`config.mk`:
```
export PLATFORM = sky130hd
export DESIGN_NAME = rpd_front
export DESIGN_NICKNAME = d
export VERILOG_FILES = /design/src/rtl/rpd_pkg.sv /design/src/rtl/rpd_front.sv
export SDC_FILE = /design/constraint.sdc
export NUM_CORES = 1
export LEC_CHECK = 0
export BUFFER_PORTS_ARGS = -buffer_cell sky130_fd_sc_hd__buf_2
export CAP_MARGIN = 5
export CELL_PAD_IN_SITES_DETAIL_PLACEMENT = 0
export CELL_PAD_IN_SITES_GLOBAL_PLACEMENT = 1
export CORE_UTILIZATION = 47
export DETAILED_ROUTE_END_ITERATION = 8
export HOLD_SLACK_MARGIN = 0.02
export PLACE_DENSITY_LB_ADDON = 0.1
export SYNTH_ARGS = -nofsm -noshare
export SYNTH_HDL_FRONTEND = slang
export SYNTH_SLANG_ARGS = --single-unit
```
`constraint.sdc`:
```
create_clock -name i_clk -period 5.35 [get_ports i_clk]
set_clock_uncertainty 0.2 [all_clocks]
set_input_delay 1.07 -clock i_clk [delete_from_list [all_inputs] [get_ports i_clk]]
set_output_delay 1.07 -clock i_clk [all_outputs]
set_load 0.05 [all_outputs]
```
`src/rtl/rpd_pkg.sv`:
```
`timescale 1ns / 1ps
`default_nettype none
// ----------------------------------------------------------------------------
// rpd_pkg
// Shared types and constants of the random pixel dissolve sequencer.
// ----------------------------------------------------------------------------
package rpd_pkg;

    // Input opcodes
    localparam logic OPC_START = 1'b0;
    localparam logic OPC_STEP  = 1'b1;

    // Configuration port
    localparam int CFG_W     = 11;
    localparam int CFG_IDX_W = 2;
    localparam logic [CFG_IDX_W-1:0] REG_FRAME_WIDTH  = 2'd0;
    localparam logic [CFG_IDX_W-1:0] REG_FRAME_HEIGHT = 2'd1;
    localparam logic [CFG_W-1:0]     RESET_SIDE       = 11'd512;

    // Result field widths
    localparam int PIX_W   = 20;
    localparam int COORD_W = 10;

    // Epoch tag kept beside each table entry, and multiplier chunk width
    localparam int EPOCH_W = 8;
    localparam logic [EPOCH_W-1:0] EPOCH_FIRST = 8'd1;
    localparam logic [EPOCH_W-1:0] EPOCH_LAST  = 8'hFF;
    localparam int CHUNK_W = 16;

    typedef enum logic {
        K_START,
        K_STEP
    } t_kind;

    typedef enum logic [2:0] {
        S_CLEAR,
        S_IDLE,
        S_MUL,
        S_RDR,
        S_RDK,
        S_WR,
        S_DIV,
        S_EMIT
    } t_state;

endpackage
`default_nettype wire

```
`src/rtl/rpd_front.sv`:
```
`timescale 1ns / 1ps
`default_nettype none
// ----------------------------------------------------------------------------
// rpd_front
// Accepts input transactions, classifies them and holds them in a
// two-entry queue for the sequencer.
// ----------------------------------------------------------------------------
module rpd_front
    import rpd_pkg::*;
#(
    parameter int FRACTION_BITS = 32
) (
    input  wire logic                     i_clk,
    input  wire logic                     i_rst_n,
    input  wire logic                     i_in_valid,
    output logic                          o_in_stall,
    input  wire logic                     i_opcode,
    input  wire logic [FRACTION_BITS-1:0] i_random_fraction,
    output logic                          o_head_valid,
    output t_kind                         o_head_kind,
    output logic      [FRACTION_BITS-1:0] o_head_frac,
    input  wire logic                     i_pop
);

    t_kind                    r_kind [2];
    logic [FRACTION_BITS-1:0] r_frac [2];
    logic                     r_wp, r_rp;
    logic [1:0]               r_cnt;
    logic                     w_push, w_pop;

    assign o_in_stall   = (r_cnt == 2'd2);
    assign w_push       = i_in_valid && !o_in_stall;
    assign o_head_valid = (r_cnt != 2'd0);
    assign w_pop        = i_pop && o_head_valid;
    assign o_head_kind  = r_kind[r_rp];
    assign o_head_frac  = r_frac[r_rp];

    // Store the classified transaction
    always_ff @(posedge i_clk) begin
        if (w_push) begin
            r_kind[r_wp] <= (i_opcode == OPC_START) ? K_START : K_STEP;
            r_frac[r_wp] <= i_random_fraction;
        end
    end

    // Advance pointers and fill level
    always_ff @(posedge i_clk) begin
        if (!i_rst_n) begin
            r_wp  <= 1'b0;
            r_rp  <= 1'b0;
            r_cnt <= 2'd0;
        end else begin
            if (w_push) r_wp <= ~r_wp;
            if (w_pop)  r_rp <= ~r_rp;
            r_cnt <= r_cnt + 2'(w_push) - 2'(w_pop);
        end
    end

endmodule
`default_nettype wire

```
==> results of run 1 <==
==> stage by stage <==
step	area, µm²	hold WS [ns]	instances	util
final	3320	0.318	284	0.591
after global routing	3320	0.347	284	0.591
after CTS	3320	0.322	284	0.591
after detailed placement	3160	0.307	268	0.563
after global placement	3160	0.298	268	0.563
after floorplan	2770	0.255	129	-
==> logic make-up after synthesis <==
| kind of cell | after synthesis | share of synthesized area |
|---|---|---|
| flip-flops | 71 | 0.751 |
| AO/OA/AOI/OAI | 1 | 0.00271 |
| XOR/XNOR | 3 | 0.00948 |
| multiplexers | 34 | 0.178 |
| buffers and inverters | 7 | 0.0298 |
| AND/OR/NAND/NOR | 11 | 0.0194 |
| adder cells (fa/ha/maj) | 2 | 0.00903 |
==> synthesized netlist by cell type (all sizes together) <==
master	instances
mux2i	1
xor2	1
or2	1
and2	1
o21a	1
edfxtp	66
inv	3
ha	2
nor2	4
dfxtp	5
xnor2	2
buf	4
mux2	33
nand2b	2
and3	1
nand2	2
==> worst min-delay path by stage <==
stage,start,endpoint,cells past startpoint
after floorplan,r_wp,r_wp,2
after global placement,r_wp,r_wp,2
after detailed placement,r_rp,flip-flop,2
after CTS,r_rp,flip-flop,2
after global routing,r_wp,r_wp,2
final,r_rp,flip-flop,2
==> layout make-up <==
class,instances,area (µm²),share of cell area
multi-input combinational,51,616,0.186
clock inverter,1,5.00,0.00151
sequential,71,2080,0.628
tap,72,90.1,0.0272
clock buffer,15,156,0.0472
timing repair buffer,71,355,0.107
inverter,3,11.3,0.00339
==> flip-flops by register name, indices dropped and copies added (netlist names), named ones only <==
signal  count
r_frac     64
r_cnt       2
r_rp        1
r_kind      2
r_wp        1
==> critical path, cell delays in order, from the launching register on <==
cell and delay, ns:
dfxtp_2 1.04, mux2_2 0.42, buf_2 0.21
==> per-layer routing <==
| layer | track usage | share of wire | vias up |
|---|---|---|---|
| li1 | - | - | 645 |
| met4 | 0.0944 | 0.013 | 0 |
| met2 | 0.256 | 0.52 | 47 |
| met5 | 0 | 0 | - |
| met1 | 0.148 | 0.42 | 656 |
| met3 | 0.0379 | 0.045 | 6 |
==> power groups by stage <==
stage	clock (µW)	combinational (µW)	sequential, µW
global route	384	651	778
detailed placement	0	626	783
finish	356	621	768
CTS	365	628	771
floorplan	0	585	731
global placement	0	621	776
==> qor.yml, run 1 <==
status: "complete, no violations"
cts_resized: 0
clock_latency_ns: 0.33
grt_setup_unrepaired: "false"
fmax_mhz: 306
cts_tree: "done"
die_area_mm2: 0.00621
ant_nets: 0
power_frac_seq: 0.440
reg2reg_from: "r_cnt[0]"
ios: 72
crit_fanout: 33
dpl.hpwl_mm: 2.75
grt_max_degree: 34
antenna_found_initial: 0
gp_congestion: 0.652
yosys-top-cells-area: "edfxtp_1, mux2_4, dfxtp_1"
layout-drive-gt1-share: 0.561
yosys.area.top_type: "edfxtp_1"
finalSetupTns_ns: 0
p_sw_uw: 649
required_ns: 4.08
vias: 1354
drc: 0
cts_buffer_depth: 2
area_growth_pct: 19.7
syn_nets: 168
core-area_mm2: 0.00561
ys_seq_elements: 71
switching_share: 0.372
maxSlewHeadroom: 0.273
grt_pass1_wl_mm: 6.32
arrival_ns: 2.00
reg2reg_to: "r_frac[0][21]"
final_nets: 246
clkSinkCount: 71
avgRoutedWirePerCell_um: 15.1
cap_violations: 0
combinationalPowerShare: 0.356
pre_cts_slack_ns: 2.38
hp-class: "reg -> reg"
setup_viol_count_final: 0
clk_pin_slew_ns: 0.07
layout_worst_path_cycle_share: 0.612
netlist_area_mm2: 0.00277
ir_drop_mv: 0.333
via_per_inst: 4.77
clockPowerShare: 0.204
drtIter0Drc: 56
worst_pin_slew_ns: 1.09
synthDistinctLibCells: 18
ctsHtreeMaxLevel: 3
hold_viol_final: 0
cts_hold_buf: 0
syn_area_per_cell_um2: 21.5
r2r_slack_ns: 3.32
final_cell_mix: "buf_2, edfxtp_1, mux2_4"
root_buffer: "clkbuf_8"
cts_made_buffers: 9
diodes: 0
mostFrequentLayoutCell: "buf_2"
path_class: "reg -> out"
start_util: 0.494
ys_warn_count: 0
fin_crit_ns: 3.27
intPower_uw: 1100
portBuffers: 71
grt_overflow_total: 0
firstDrtPassIters: 4
setup_slack_ns: 2.08
leakagePower_uw: 0.00133
grt_pass1_vias: 1416
die_w_um: 78.8
syn_inst: 129
synth_top_area_frac: 0.715
cp-endpoint: "o_head_frac[0]"
critPathCaptureType: "output port"
seq_area_frac_synth: 0.751
die_y_um: 78.8
startpoint_type: "flip-flop"
wirelength_mm: 4.29
gr-usage-all-layers: 0.144
rows: 27
slew_viol_final: 0
post-cts-setup-buffers: 0
worstRegToRegCells: 3
fillerInstances: 454
total_power_uw: 1750
power.density_mw_per_mm2: 526
Note: power is estimated with default switching activity, not from simulation.
==> run 2: changes to the inputs <==
--- a/config.mk
+++ b/config.mk
@@ -9,7 +9,7 @@
 export CAP_MARGIN = 5
 export CELL_PAD_IN_SITES_DETAIL_PLACEMENT = 0
 export CELL_PAD_IN_SITES_GLOBAL_PLACEMENT = 1
-export CORE_UTILIZATION = 47
+export CORE_UTILIZATION = 40
 export DETAILED_ROUTE_END_ITERATION = 8
 export HOLD_SLACK_MARGIN = 0.02
 export PLACE_DENSITY_LB_ADDON = 0.1
==> constraint.sdc (replaced) <==
create_clock -name i_clk -period 3 [get_ports i_clk]
set_clock_uncertainty 0.2 [all_clocks]
set_input_delay 0.6 -clock i_clk [delete_from_list [all_inputs] [get_ports i_clk]]
set_output_delay 0.6 -clock i_clk [all_outputs]
set_load 0.05 [all_outputs]
==> qor.yml, run 2 (same netlist as run 1, synthesis figures left out) <==
grt_util_met3: 0.0467
cts_resized: 0
grt_max_degree: 34
die_y_um: 85.2
grt_pass1_vias: 1414
core-area_mm2: 0.00653
met1_usage: 0.143
fillerInstances: 548
cts_tree: "done"
cts_made_buffers: 9
cap_violations: 0
area_growth_pct: 20.9
worst_pin_slew_ns: 0.796
grt.busiest_layer: "met2"
start_util: 0.424
slew_viol_final: 0
largest_reg_flops: 64
hp-start: "i_random_fraction[17]"
final_nets: 249
power.density_mw_per_mm2: 929
startpoint_type: "flip-flop"
grt_pass1_wl_mm: 6.82
grt_overflow_total: 0
drc: 0
dp.cells: 276
diodes: 0
post-cts-setup-buffers: 0
antenna_found_initial: 0
required_ns: 2.20
final_cell_mix: "buf_2, edfxtp_1, mux2_4"
largest_register: "r_frac"
switching_share: 0.379
clkSinkCount: 71
die_w_um: 85.2
combinationalPowerShare: 0.387
die_area_mm2: 0.00727
fin_crit_ns: 2.36
p_sw_uw: 1180
clk_pin_slew_ns: 0.07
gr-usage-all-layers: 0.132
hold_viol_final: 0
slowest_delay_ns: 0.38
reg_top3: "r_frac: 64 flops, r_cnt: 2 flops, r_kind: 2 flops"
cts_buffer_depth: 2
intPower_uw: 1930
ant_nets: 0
slowest_stage: "mux2_2"
leakagePower_uw: 0.00135
clock_latency_ns: 0.32
firstDrtPassIters: 4
vias: 1343
drtIter0Drc: 42
layout_worst_path_cycle_share: 0.785
crit_fanout: 18
grtUsageMet2: 0.225
power_frac_seq: 0.415
setup_viol_count_final: 0
path_class: "reg -> out"
portBuffers: 71
finalSetupTns_ns: 0
arrival_ns: 1.56
crit_chain: "buf_4 -> mux2_2 -> buf_2"
layout-drive-gt1-share: 0.579
mostFrequentLayoutCell: "buf_2"
via_per_inst: 4.62
fin_cells: 291
critPathCaptureType: "output port"
wirelength_mm: 4.45
dpl.hpwl_mm: 2.99
ios: 72
gp_congestion: 0.700
ir_drop_mv: 0.413
hp-class: "in -> reg"
fmax_mhz: 424
rows: 29
grt_setup_unrepaired: "false"
clockPowerShare: 0.198
cts_hold_buf: 0
avgRoutedWirePerCell_um: 15.3
r2r_slack_ns: 1.17
ctsHtreeMaxLevel: 3
maxSlewHeadroom: 0.469
status: "complete, no violations"
root_buffer: "clkbuf_8"
reg2reg_from: "r_cnt[0]"
-- run 2: cell count changes in the layout (fill, tap and decap cells not counted) --
cell	before	now
clkbuf_1	5	1
buf_4	0	2
clkinv_2	1	3
buf_12	0	1
clkbuf_8	10	9
clkinv_1	0	1
clkinvlp_4	0	1
-- run 2: routing by layer --
metal / wire length [µm] / share of wire
met2: 2310 / 0.52
met4: 81 / 0.018
met3: 256 / 0.058
met5: 0 / 0
met1: 1800 / 0.41
-- run 2: worst paths after layout --
kind                                 endpoint  depth (start not counted)
worst min register to register           r_wp                          2
worst max register to register   r_frac[0][6]                          4
worst max-delay path              o_head_kind                          3
worst min-delay path            r_frac[0][17]                          1
-- run 2: metrics by stage --
| stage | utilization | hold slack [ns] | setup WS, ns | power (µW) | area [µm²] |
|---|---|---|---|---|---|
| 6_report | 0.513 | 0.255 | 0.644 | 3110 | 3350 |
| 5_1_grt | 0.513 | 0.233 | 0.576 | 3260 | 3350 |
| 4_1_cts | 0.513 | 0.239 | 0.613 | 3160 | 3350 |
| 3_5_place_dp | 0.489 | 0.310 | 0.976 | 2540 | 3200 |
| 3_3_place_gp | 0.489 | 0.304 | 0.998 | 2520 | 3200 |
| 2_1_floorplan | - | 0.255 | 0.288 | 2350 | 2770 |
-- run 2: power groups by stage --
| stage | logic (µW) | registers (µW) | clock network [µW] |
|---|---|---|---|
| final | 1200 | 1290 | 617 |
| after global routing | 1270 | 1310 | 680 |
| after CTS | 1220 | 1300 | 640 |
| after detailed placement | 1220 | 1310 | 0 |
| after global placement | 1210 | 1310 | 0 |
| after floorplan | 1040 | 1300 | 0 |
-- run 2: critical path: cells and delay by family, from the launching register on --
| kind | cells | cell delay (ns) |
|---|---|---|
| mux | 1 | 0.38 |
| buf+inv | 2 | 0.52 |
| flops | 1 | 0.33 |
-- run 2: area by class of cell --
cell class	instances	area, µm²	share of cell area
flip-flops and latches	71	2080	0.622
multi-input cells	51	616	0.184
repair buffers	74	390	0.117
clock buffers	10	128	0.0381
well taps	77	96.3	0.0288
clock inverters	5	26.3	0.00784
inverters	3	11.3	0.00336
